==> src/hdl/tun_pkg.sv <==
`timescale 1ns / 1ps
// ----------------------------------------------------------------------------
// tun_pkg: shared types and constants of the triangle unit normal block
// Word formats, store geometry and datapath widths.
// ----------------------------------------------------------------------------
package tun_pkg;

  localparam int COORD_BITS    = 24;
  localparam int INDEX_BITS    = 10;
  localparam int VERTEX_COUNT  = 1 << INDEX_BITS;
  localparam int FACE_COUNT    = 1 << INDEX_BITS;
  localparam int LIMIT_BITS    = 16;
  localparam int NORM_BITS     = 16;

  localparam int EDGE_BITS     = COORD_BITS + 1;
  localparam int PROD_BITS     = 2 * EDGE_BITS;
  localparam int CROSS_BITS    = PROD_BITS + 1;
  localparam int A_BITS        = 31;
  localparam int SHIFT_BITS    = 5;
  localparam int SMALL_BITS    = 16;
  localparam int SUM_BITS      = 64;
  localparam int ROOT_BITS     = 32;
  localparam int QUOT_BITS     = NORM_BITS + 1;
  localparam int DIV_BITS      = A_BITS + NORM_BITS + 1;

  localparam int FIFO_DEPTH    = 4;
  localparam int FIFO_PTR_BITS = 2;
  localparam int FIFO_CNT_BITS = 3;

  localparam logic [LIMIT_BITS-1:0] MIN_LENGTH_RESET = 16'd17;

  typedef enum logic [1:0] {
    CMD_VERTEX = 2'd0,
    CMD_FACE   = 2'd1,
    CMD_NORMAL = 2'd2,
    CMD_NONE   = 2'd3
  } cmd_e;

  typedef struct packed {
    cmd_e                          command;
    logic [INDEX_BITS-1:0]         index;
    logic signed [COORD_BITS-1:0]  coord_x;
    logic signed [COORD_BITS-1:0]  coord_y;
    logic signed [COORD_BITS-1:0]  coord_z;
    logic [INDEX_BITS-1:0]         corner_a;
    logic [INDEX_BITS-1:0]         corner_b;
    logic [INDEX_BITS-1:0]         corner_c;
  } in_item_t;

  typedef struct packed {
    logic signed [NORM_BITS-1:0] normal_x;
    logic signed [NORM_BITS-1:0] normal_y;
    logic signed [NORM_BITS-1:0] normal_z;
    logic                        degenerate;
  } out_item_t;

  typedef struct packed {
    logic signed [COORD_BITS-1:0] x;
    logic signed [COORD_BITS-1:0] y;
    logic signed [COORD_BITS-1:0] z;
  } vertex_t;

  typedef struct packed {
    logic [INDEX_BITS-1:0] a;
    logic [INDEX_BITS-1:0] b;
    logic [INDEX_BITS-1:0] c;
  } face_t;

  typedef struct packed {
    vertex_t v0;
    vertex_t v1;
    vertex_t v2;
  } tri_t;

endpackage

==> src/hdl/tun_fifo.sv <==
`timescale 1ns / 1ps
// ----------------------------------------------------------------------------
// tun_fifo: triangle queue between front and back
// Short queue of fetched vertex triples; reports its fill level.
// ----------------------------------------------------------------------------
module tun_fifo (
  input  logic                          clk_i,
  input  logic                          rst_ni,
  input  logic                          push_i,
  input  tun_pkg::tri_t                 push_data_i,
  input  logic                          pop_i,
  output logic                          pop_valid_o,
  output tun_pkg::tri_t                 pop_data_o,
  output logic [tun_pkg::FIFO_CNT_BITS-1:0] count_o
);
  import tun_pkg::*;

  tri_t                     mem [FIFO_DEPTH];
  logic [FIFO_PTR_BITS-1:0] wr_q, wr_d, rd_q, rd_d;
  logic [FIFO_CNT_BITS-1:0] cnt_q, cnt_d;

  always_comb begin
    wr_d  = wr_q;
    rd_d  = rd_q;
    cnt_d = cnt_q;
    if (push_i) begin
      wr_d = wr_q + FIFO_PTR_BITS'(1);
    end
    if (pop_i) begin
      rd_d = rd_q + FIFO_PTR_BITS'(1);
    end
    if (push_i && !pop_i) begin
      cnt_d = cnt_q + FIFO_CNT_BITS'(1);
    end else if (!push_i && pop_i) begin
      cnt_d = cnt_q - FIFO_CNT_BITS'(1);
    end
  end

  always_ff @(posedge clk_i or negedge rst_ni) begin
    if (!rst_ni) begin
      wr_q  <= '0;
      rd_q  <= '0;
      cnt_q <= '0;
    end else begin
      wr_q  <= wr_d;
      rd_q  <= rd_d;
      cnt_q <= cnt_d;
    end
  end

  always_ff @(posedge clk_i) begin
    if (push_i) begin
      mem[wr_q] <= push_data_i;
    end
  end

  assign pop_valid_o = (cnt_q != '0);
  assign pop_data_o  = mem[rd_q];
  assign count_o     = cnt_q;

  a_no_overflow: assert property (@(posedge clk_i) disable iff (!rst_ni)
    push_i && !pop_i |-> cnt_q != FIFO_CNT_BITS'(FIFO_DEPTH))
    else $error("queue overflow");

  a_no_underflow: assert property (@(posedge clk_i) disable iff (!rst_ni)
    pop_i |-> cnt_q != '0)
    else $error("queue underflow");

  a_count_range: assert property (@(posedge clk_i) disable iff (!rst_ni)
    cnt_q <= FIFO_CNT_BITS'(FIFO_DEPTH))
    else $error("queue count out of range");

endmodule

==> config.mk <==
export PLATFORM = sky130hd
export DESIGN_NAME = tun_fifo
export DESIGN_NICKNAME = d
export VERILOG_FILES = /design/src/hdl/tun_pkg.sv /design/src/hdl/tun_fifo.sv
export SDC_FILE = /design/constraint.sdc
export NUM_CORES = 1
export LEC_CHECK = 0
export ABC_AREA = 0
export BUFFER_PORTS_ARGS = -buffer_cell sky130_fd_sc_hd__buf_4
export CORE_MARGIN = 2
export CORE_UTILIZATION = 60
export CTS_CLUSTER_SIZE = 24
export DETAILED_ROUTE_END_ITERATION = 12
export GPL_TIMING_DRIVEN = 0
export PLACE_DENSITY = 0.86
export SYNTH_ARGS = -nofsm -noshare
export SYNTH_HDL_FRONTEND = slang
export SYNTH_SLANG_ARGS = --single-unit
==> constraint.sdc <==
create_clock -name clk_i -period 17.1 [get_ports clk_i]
set_input_delay 2.565 -clock clk_i [delete_from_list [all_inputs] [get_ports clk_i]]
set_output_delay 2.565 -clock clk_i [all_outputs]
set_load 0.005 [all_outputs]
==> results.md, run 1 <==
* Outcome: completed
* Routability congestion estimate from global placement at 0.760
* Crit path kind: reg2out
* Clock tree buffer depth at 3
* Count of standard-cell rows at 83
* Clock tree skew after final layout at 0.0234 ns
* Remaining routing DRC violations at 0
* Kind of start point of the critical path: flop
* Count of flip-flops with a built-in enable after synthesis at 864
* Sequential fraction of the synthesis area at between 80% and 90%
* Top library cells by usage in the layout, fill and taps aside: sky130_fd_sc_hd__edfxtp_1, sky130_fd_sc_hd__buf_4, sky130_fd_sc_hd__mux4_2
* Most used cell, CP: sky130_fd_sc_hd__buf_2
* Post-placement worst setup slack at roughly 13 ns
* Crit-path leading delay family: buffers and inverters
* Prevailing post-synth register cell: sky130_fd_sc_hd__edfxtp_1
* Max-cap check violation count at 0
* Residual overflow from global routing at 0
* Master of the slowest instance on the critical path: sky130_fd_sc_hd__mux4_2
* Capturing element type of the critical path: output port
* Number of clock sinks at between 800 and 900
* Synthesized Nets at 1387
* First-pass GRT wire length at roughly 100000 um
* Number of hold buffers added after CTS at 0
* Routed wire length at 69900 um
* Number of top-level pins at 440
* Growth of design area from synthesis to finish at 22.4%
* Die ar. at ~54000 um2
* Input/output buffers at approximately 440
* Antenna violations before repair at 8
* Critical Path RT at approximately 15 ns
* Total of flip-flops plus latches after synthesis at roughly 870
* Cell variety after synth at 19
* Min-delay worst type: reg2reg
* Post-route clock period utilization at between 30% and 40%
* H-Tree Depth at 3
* Final setup slack of the worst path at ~12 ns
* RSZ-0062 raised after global routing: no
* TritonCTS buffer count at around 80
* Horizontal extent of the die at between 200 and 250 um
* Biggest fanout along the worst timing path at 10
* Proportion of register bits with asynchronous set or reset after synthesis at less than 1%
* Peak supply drop at approximately 0.00016 V
* Cell count after placement at 2295
* Number of nets still failing antenna checks after routing at 0
* Maximum number of pins on one net before global-route repair at 60
* Worst skew pair latency at slightly above 0.6 ns
* Buffers & Inverters on Critical Path at 4
* Routed vias/inst at approximately 6
* Overall power consumption at about 6600 uW
* Warnings from Yosys at 0
* 1st-iter DRT viols at 1259
* Worst path cell trace: buf_2 -> buf_2 -> buf_2 -> mux4_2 -> buf_4
* Placed wire-length estimate after detailed placement at 43100 um
* Count of endpoints failing hold in the final timing report at 0
* Effective utilization at floorplan at 61.0%
* Total via count after detailed routing at 14700
* Critical Path AT at 2.60 ns
* Quantity of gates resized following cts at 0
* Total global-route track usage at a little over a quarter
* Cell count after synthesis at about 1200
* TritonCTS clock tree: yes
* Combined area of all synthesized cells at 31500 um2
* Post-layout net count at 1925
* Critical path's largest stage delay at around 0.40 ns
* Most frequent standard cell in the layout excluding fill and tap cells: sky130_fd_sc_hd__edfxtp_1
* Minimum clock period after layout at slightly above 5 ns
* Slew of the pin with the lowest slew margin at 0.895 ns
* Number of non-filler instances in the completed layout at 2449
* Leakage power figure at 0.0132 uW
* Total negative slack for setup checks at 0 ns
* Number of global-route vias before repair at 15700
* Normalized max-slew margin at just over 40%
* Hold WS at 0.499 ns
* Fraction of final layout cells with drive strength greater than 1 at a little under half
* Routed wirelength normalized by instance count at 28.5 um
* Syn avg cell area at about 27 um2
* CTS Root Buffer Type: sky130_fd_sc_hd__clkbuf_16
* Core footprint at 51600 um2
* DR pass1 iterations at 5
* Post-CTS repair timing setup buffer count at 0
* Chip Height at roughly 230 um
* Fmax achieved at between 0.15 and 0.2 GHz
* Power density over cell area at roughly 170 nW/um2
* Clock transition time at the flip-flop clock pins of the worst setup and hold paths at roughly 0.06 ns
* Final Setup Violations at 0
* Final Max Slew Viols at 0
sequential cells by signal, summed over array words and instances (netlist names):
register,flops
mem,864
count_o,3
rd_q,2
wr_q,2
cells by family after synthesis:
kind of cell,Yosys count,share of synthesized area (%)
flip-flops,871,83.0
XOR/XNOR,6,0.167
AO/OA/AOI/OAI,1,0.0159
adder cells (fa/ha/maj),6,0.262
multiplexers,217,15.5
buffers and inverters,52,0.918
AND/OR/NAND/NOR,8,0.135
through the flow:
stage	instance area (um2)	util [%]
2_1_floorplan	31500	-
6_report	38500	74.6
5_1_grt	38500	74.6
3_3_place_gp	35600	69.0
4_1_cts	38500	74.6
3_5_place_dp	36000	69.8
final cells by class:
cell class	instances	area [um2]
well taps	680	851
flip-flops and latches	871	26100
clock inverters	39	267
inverters	4	15.0
clock buffers	110	2190
fillers	2547	13100
diodes	5	12.5
multi-input cells	238	5070
plain buffers	48	274
repair buffers	454	3710
layer usage:
| layer | share of wire (%) | GRT usage [%] | wire length (um) | vias up |
|---|---|---|---|---|
| met2 | 53 | 45.0 | 37100 | 710 |
| li1 | - | - | - | 6133 |
| met5 | 0.066 | 0 | 46 | - |
| met1 | 35 | 31.7 | 24200 | 7722 |
| met4 | 2.7 | 8.46 | 1860 | 8 |
| met3 | 9.6 | 8.20 | 6720 | 119 |
power breakdown:
| group | internal [uW] | switching, uW | total, uW |
|---|---|---|---|
| logic | 1060 | 1010 | 2070 |
| registers | 2790 | 101 | 2890 |
| clock network | 933 | 747 | 1680 |
| total | 4780 | 1860 | 6640 |
worst reg2reg max path, stage by stage, from the launching register on:
cell                      delay (ns)
sky130_fd_sc_hd__dfrtp_1        0.43
sky130_fd_sc_hd__inv_1          0.12
sky130_fd_sc_hd__ha_1           0.16
sky130_fd_sc_hd__and2_4         0.56
sky130_fd_sc_hd__buf_16         0.32
sky130_fd_sc_hd__buf_16         0.30
worst paths after layout:
path | from | endpoint | slack, ns | cells past startpoint
worst max register to register | wr_q[0] | mem[2][146] | 14.85 | 5
max in group asynchronous | rst_ni | wr_q[0] | 15.18 | 1
worst min-delay path | count_o[2] | count_o[2] | 0.50 | 1
worst max-delay path | rd_q[1] | pop_data_o[100] | 11.93 | 5
min in group asynchronous | rst_ni | rd_q[1] | 1.77 | 1
worst min register to register | count_o[2] | count_o[2] | 0.50 | 1
Yosys cell counts (2+ instances only):
cell type | count | share of area (%)
sky130_fd_sc_hd__edfxtp_1 | 864 | 82
sky130_fd_sc_hd__mux4_2 | 216 | 15
sky130_fd_sc_hd__buf_2 | 27 | 0.43
sky130_fd_sc_hd__buf_4 | 10 | 0.24
sky130_fd_sc_hd__dfrtp_1 | 7 | 0.56
sky130_fd_sc_hd__buf_1 | 5 | 0.060
sky130_fd_sc_hd__ha_1 | 5 | 0.20
sky130_fd_sc_hd__and2_1 | 4 | 0.080
sky130_fd_sc_hd__inv_1 | 4 | 0.048
sky130_fd_sc_hd__xor2_1 | 4 | 0.11
sky130_fd_sc_hd__buf_6 | 3 | 0.11
sky130_fd_sc_hd__clkbuf_1 | 3 | 0.036
sky130_fd_sc_hd__nand2_1 | 2 | 0.024
sky130_fd_sc_hd__xnor2_1 | 2 | 0.056
Note: power is estimated with default switching activity, not from simulation.
==> run 2, diff against run 1 <==
- CORE_UTILIZATION: 60 -> 57
- PLACE_DENSITY: 0.86 -> 0.82
- clock period: 17.1 -> 5.1 ns (I/O delays scaled with it)
==> results.md, run 2 (same netlist as run 1, synthesis figures left out) <==
* Horizontal extent of the die at 239 um (was 233 um)
* Top library cells by usage in the layout, fill and taps aside: sky130_fd_sc_hd__edfxtp_1, sky130_fd_sc_hd__buf_4, sky130_fd_sc_hd__mux4_2 (unchanged)
* Minimum clock period after layout at approximately 3.4 ns
* Post-layout net count at 1929 (was 1925)
* Met1 wire length at 23800 um (was 24200 um)
* Clock tree buffer depth at 3 (unchanged)
* Clock tree skew after final layout at 0.0141 ns (was 0.0234 ns)
* Maximum number of pins on one net before global-route repair at 54 (was 60)
* Min-delay worst type: in2reg (was reg2reg)
* Register with the highest flop count: mem (unchanged)
* Antenna violations before repair at 9 (was 8)
* Power density over cell area at 580 nW/um2 (was 172 nW/um2)
* Placed wire-length estimate after detailed placement at 41200 um (was 43100 um)
* 1st-iter DRT viols at 1063 (was 1259)
* Number of nets still failing antenna checks after routing at 0 (unchanged)
* Routability congestion estimate from global placement at 0.737 (was 0.760)
* Most frequent standard cell in the layout excluding fill and tap cells: sky130_fd_sc_hd__edfxtp_1 (unchanged)
* Normalized max-slew margin at 46.4% (was 40.3%)
* CTS Root Buffer Type: sky130_fd_sc_hd__clkbuf_16 (unchanged)
* Worst skew pair latency at 0.61 ns (was 0.62 ns)
* Effective utilization at floorplan at 57.3% (was 61.0%)
* Critical Path AT at 2.62 ns (was 2.60 ns)
* Routed vias/inst at 5.88 (was 6.00)
* Total placed instance area at 36100 um2 (was 36000 um2)
* Biggest fanout along the worst timing path at 10 (unchanged)
* Critical Path RT at 4.34 ns (was 14.53 ns)
* Input/output buffers at 439 (unchanged)
* Total via count after detailed routing at 14600 (was 14700)
* Met3 wire length at 6030 um (was 6720 um)
* Fraction of final layout cells with drive strength greater than 1 at 47.1% (was 46.5%)
* RSZ-0062 raised after global routing: no (unchanged)
* Residual overflow from global routing at 0 (unchanged)
* Slew of the pin with the lowest slew margin at 0.803 ns (was 0.895 ns)
* Routed wire length at 66600 um (was 69900 um)
* Remaining routing DRC violations at 0 (unchanged)
* Outcome: completed (unchanged)
* Number of clock sinks at 871 (unchanged)
* Total negative slack for setup checks at 0 ns (unchanged)
* Peak supply drop at 0.000377 V (was 0.000156 V)
* First-pass GRT wire length at 96900 um (was 102000 um)
* Kind of start point of the critical path: flop (unchanged)
* Post-route standard cell area excluding fillers at 38700 um2 (was 38500 um2)
* Final Max Slew Viols at 0 (unchanged)
* Largest register FFs at 864 (unchanged)
* Number of top-level pins at 440 (unchanged)
* DR top layer: met5 (unchanged)
* Max-cap check violation count at 0 (unchanged)
* Growth of design area from synthesis to finish at 23.1% (was 22.4%)
* Hold WS at 0.341 ns (was 0.499 ns)
* Post-CTS repair timing setup buffer count at 0 (unchanged)
* TritonCTS clock tree: yes (unchanged)
* Count of standard-cell rows at 86 (was 83)
* Overall power consumption at 22500 uW (was 6640 uW)
* Number of global-route vias before repair at 15400 (was 15700)
* Crit path kind: reg2out (unchanged)
* Die ar. at 57100 um2 (was 54300 um2)
* Count of endpoints failing hold in the final timing report at 0 (unchanged)
* Quantity of gates resized following cts at 0 (unchanged)
* Clock transition time at the flip-flop clock pins of the worst setup and hold paths at 0.07 ns (was 0.06 ns)
* Total global-route track usage at 23.4% (was 26.1%)
* Core footprint at 54900 um2 (was 51600 um2)
* Final Setup Violations at 0 (unchanged)
* Post-route clock period utilization at 66.4%
* Fmax achieved at roughly 0.30 GHz
* Capturing element type of the critical path: output port (unchanged)
* Leakage power figure at 0.0133 uW (was 0.0132 uW)
* Chip Height at 239 um (was 233 um)
* Length of routed met2 wiring at 35000 um (was 37100 um)
* DR pass1 iterations at 5 (unchanged)
* Routed wirelength normalized by instance count at 26.9 um (was 28.5 um)
* H-Tree Depth at 3 (unchanged)
* TritonCTS buffer count at 84 (was 82)
==> run 2: cell count changes in the layout (fill, tap and decap cells not counted) <==
| cell | previous run | this run |
|---|---|---|
| sky130_fd_sc_hd__clkbuf_1 | 29 | 23 |
| sky130_fd_sc_hd__clkinv_2 | 11 | 17 |
| sky130_fd_sc_hd__clkbuf_16 | 83 | 87 |
| sky130_fd_sc_hd__bufinv_16 | 2 | 5 |
| sky130_fd_sc_hd__clkinv_1 | 18 | 15 |
| sky130_fd_sc_hd__diode_2 | 5 | 7 |
| sky130_fd_sc_hd__inv_6 | 5 | 3 |
| sky130_fd_sc_hd__buf_16 | 15 | 16 |
| sky130_fd_sc_hd__dlygate4sd3_1 | 0 | 1 |
==> run 2: report_power, final <==
part	switching, uW	internal (uW)	leakage (uW)
clock	2520	3390	0.00129
sequential	305	9340	0.00802
combinational	3340	3560	0.00397
total	6160	16300	0.0133
==> run 2: final cells by class <==
class                      count  area [um2]
clock buffer                 108        2270
tap                          704         881
clock inverter                43         358
buffer                        48         274
antenna                        7        17.5
sequential                   871       26100
inverter                       4        15.0
fill                        3138       16100
timing repair buffer         456        3750
multi-input combinational    238        5070
==> run 2: what timing repair did <==
item	CTS	global route
hold buffers	1	0
hold endpoints to repair	7	0
setup endpoints to repair	0	0
==> run 2: final timing paths <==
kind | start | end | slack [ns] | cells past startpoint
worst min-delay path | push_data_i[43] | mem[3][43] | 0.34 | 1
worst min register to register | count_o[2] | count_o[2] | 0.51 | 1
worst max-delay path | rd_q[1] | pop_data_o[84] | 1.72 | 5
max in group asynchronous | rst_ni | rd_q[1] | 4.41 | 2
min in group asynchronous | rst_ni | wr_q[0] | 0.56 | 2
worst max register to register | wr_q[0] | mem[0][22] | 2.77 | 5
==> run 2: worst max-delay path, stage by stage (launching register included) <==
cell,delay [ns]
sky130_fd_sc_hd__dfrtp_1,0.34
sky130_fd_sc_hd__buf_2,0.33
sky130_fd_sc_hd__buf_2,0.39
sky130_fd_sc_hd__buf_2,0.37
sky130_fd_sc_hd__mux4_2,0.39
sky130_fd_sc_hd__buf_4,0.17
==> run 2: through the flow <==
step	utilization [%]	std cells	setup slack, ns
after floorplan	-	1161	1.23
after global placement	65.0	2304	-0.976
after detailed placement	65.8	2320	2.28
after CTS	70.6	2472	1.57
after global routing	70.6	2476	1.61
final	70.6	2479	1.72
==> run 2: layer usage <==
layer / global-route usage [%] / vias to the layer above
met3: 7.18 / 107
met4: 8.37 / 4
li1: - / 6157
met2: 39.8 / 582
met1: 28.7 / 7715
met5: 0 / -
==> run 3, diff against run 2 <==
- clock period: 5.1 -> 3.5 ns (I/O delays scaled with it)
==> results.md, run 3 (same netlist as run 1, synthesis figures left out) <==
* Growth of design area from synthesis to finish at 23.6% (was 23.1%)
* Fmax achieved at about 0.32 GHz
* DR pass1 iterations at 6 (was 5)
* Count of endpoints failing hold in the final timing report at 0 (unchanged)
* Total negative slack for setup checks at 0 ns (unchanged)
* Max-cap check violation count at 0 (unchanged)
* Total placed instance area at 36100 um2 (unchanged)
* Portion of total power attributed to the clock network at 27.2% (was 26.3%)
* Critical path's largest stage delay at 0.40 ns (was 0.39 ns)
* Routability congestion estimate from global placement at 0.718 (was 0.737)
* H-Tree Depth at 3 (unchanged)
* Gate power share at 30.3% (was 30.7%)
* Final Max Slew Viols at 0 (unchanged)
* First-pass GRT wire length at 96500 um (was 96900 um)
* Critical Path AT at 2.64 ns (was 2.62 ns)
* Capturing element type of the critical path: output port (unchanged)
* Buffers & Inverters on Critical Path at 4 (unchanged)
* TritonCTS buffer count at 85 (was 84)
* Cell depth of the worst setup path at 5 (unchanged)
* Fraction of final layout cells with drive strength greater than 1 at 47.3% (was 47.1%)
* TritonCTS clock tree: yes (unchanged)
* Remaining routing DRC violations at 0 (unchanged)
* Most frequent standard cell in the layout excluding fill and tap cells: sky130_fd_sc_hd__edfxtp_1 (unchanged)
* P_int at 24000 uW (was 16300 uW)
* Leakage power figure at 0.0134 uW (was 0.0133 uW)
* Critical R2R Launch: wr_q[0] (unchanged)
* Worst Hold Path Cells at 1 (unchanged)
* Die ar. at 57100 um2 (unchanged)
* Power density over cell area at 851 nW/um2 (was 580 nW/um2)
* Residual overflow from global routing at 0 (unchanged)
* Maximum number of pins on one net before global-route repair at 59 (was 54)
* Clock transition time at the flip-flop clock pins of the worst setup and hold paths at 0.06 ns (was 0.07 ns)
* Total via count after detailed routing at 14500 (was 14600)
* Multi-input logic area at 5070 um2 (unchanged)
* Relative contribution of sequential cells to total power at 42.5% (was 43.0%)
* 1st-iter DRT viols at 934 (was 1063)
* Routed wire length at 66100 um (was 66600 um)
* Min-delay worst type: in2reg (unchanged)
* Normalized max-slew margin at 50.4% (was 46.4%)
* Overall power consumption at 33100 uW (was 22500 uW)
* Critical Path RT at 2.97 ns (was 4.34 ns)
* Number of nets still failing antenna checks after routing at 0 (unchanged)
* Min-delay src: push_data_i[197] (was push_data_i[43])
* Slack of the worst reg-to-reg path at 1.10 ns (was 2.77 ns)
* Biggest fanout along the worst timing path at 10 (unchanged)
* Crit path kind: reg2out (unchanged)
* Post-route clock period utilization at around nine tenths
* Final Setup Violations at 0 (unchanged)
* Count of standard-cell rows at 86 (unchanged)
* Cell count after placement at 2320 (unchanged)
* Top library cells by usage in the layout, fill and taps aside: sky130_fd_sc_hd__edfxtp_1, sky130_fd_sc_hd__buf_4, sky130_fd_sc_hd__mux4_2 (unchanged)
* Crit-path leading delay family: buffers and inverters (unchanged)
* Quantity of gates resized following cts at 0 (unchanged)
* Worst skew pair latency at 0.63 ns (was 0.61 ns)
* Final setup slack of the worst path at 0.333 ns (was 1.72 ns)
* Effective utilization at floorplan at 57.3% (unchanged)
* Chip Height at 239 um (unchanged)
* Input/output buffers at 439 (unchanged)
* Total global-route track usage at 23.2% (was 23.4%)
* Minimum clock period after layout at about 3.2 ns
* Register with the highest flop count: mem (unchanged)
* Peak supply drop at 0.000599 V (was 0.000377 V)
* Outcome: completed (unchanged)
* Most used cell, CP: sky130_fd_sc_hd__buf_2 (unchanged)
* Routed vias/inst at 5.85 (was 5.88)
* Post-layout net count at 1930 (was 1929)
* Clock tree skew after final layout at 0.0156 ns (was 0.0141 ns)
* CTS Root Buffer Type: sky130_fd_sc_hd__clkbuf_16 (unchanged)
* Post-route standard cell area excluding fillers at 38900 um2 (was 38700 um2)
* Core footprint at 54900 um2 (unchanged)
* Number of top-level pins at 440 (unchanged)
* Clock tree buffer depth at 3 (unchanged)
* RSZ-0062 raised after global routing: no (unchanged)
* Routed wirelength normalized by instance count at 26.6 um (was 26.9 um)
* Number of cell instances on the worst register-to-register path at 5 (unchanged)
* Layout fillers at 3064 (was 3138)
* Antenna violations before repair at 9 (unchanged)
* Slew of the pin with the lowest slew margin at 0.744 ns (was 0.803 ns)
* Worst-case hold path end point: mem[2][197] (was mem[3][43])
* Placed wire-length estimate after detailed placement at 40300 um (was 41200 um)
* Kind of start point of the critical path: flop (unchanged)
* Sequential Area at 26100 um2 (unchanged)
* Number of clock sinks at 871 (unchanged)
* Horizontal extent of the die at 239 um (unchanged)
* R2R Path End: mem[3][148] (was mem[0][22])
* Number of global-route vias before repair at 15500 (was 15400)
* Master of the slowest instance on the critical path: sky130_fd_sc_hd__buf_2 (unchanged)
* Total net switching power at 9050 uW (was 6160 uW)
* Number of non-filler instances in the completed layout at 2483 (was 2479)
* Largest register FFs at 864 (unchanged)
* Net switching fraction of the power at 27.3% (was 27.4%)
* Post-placement worst setup slack at 0.887 ns (was 2.28 ns)
* Worst path cell trace: buf_2 -> buf_2 -> buf_2 -> mux4_2 -> buf_4 (unchanged)
==> run 3: cell count changes in the layout (fill, tap and decap cells not counted), sizes merged <==
cell      delta
clkbuf       -7
clkinv       +7
bufinv       +4
diode        -2
clkinvlp     +1
inv          +1
==> run 3: through the flow <==
step                hold WS (ns)  util [%]
floorplan                  0.229         -
detailed placement         0.352      65.8
global placement           0.347      65.0
CTS                       0.0557      70.9
finish                    0.0932      70.9
global route              0.0616      70.9
==> run 3: worst max-delay path by stage <==
stage	start	to
2_1_floorplan	wr_q[0]	mem[0][0]
3_3_place_gp	push_i	mem[1][128]
3_5_place_dp	push_i	mem[3][151]
4_1_cts	rd_q[1]	pop_data_o[82]
5_1_grt	rd_q[1]	pop_data_o[82]
6_report	rd_q[1]	pop_data_o[82]
==> run 3: timing repair <==
action | in CTS | in global routing
endpoints found under the hold margin | 7 | 0
hold buffers | 1 | 0
buffers inserted | 0 | 0
==> run 3: cell type report <==
cell class	count	share of cell area (%)
clock inverters	56	1.44
multi-input cells	238	13.0
diodes	5	0.0322
inverters	4	0.0386
flip-flops and latches	871	67.1
repair buffers	456	9.63
plain buffers	48	0.704
clock buffers	101	5.73
well taps	704	2.26
==> run 3: power groups by stage <==
stage	Sequential [uW]	Combinational [uW]	Clock, uW
final	14100	10000	9010
after global routing	14200	10700	9540
after CTS	14100	10200	9160
after detailed placement	14200	10100	0
after global placement	14300	9700	0
after floorplan	14200	5170	0
==> run 3: layer usage <==
layer	track usage, %	vias up	wire (um)
li1	-	6156	-
met1	28.9	7672	23800
met2	39.1	571	34700
met3	7.61	113	5880
met4	7.35	8	1740
met5	0	-	40
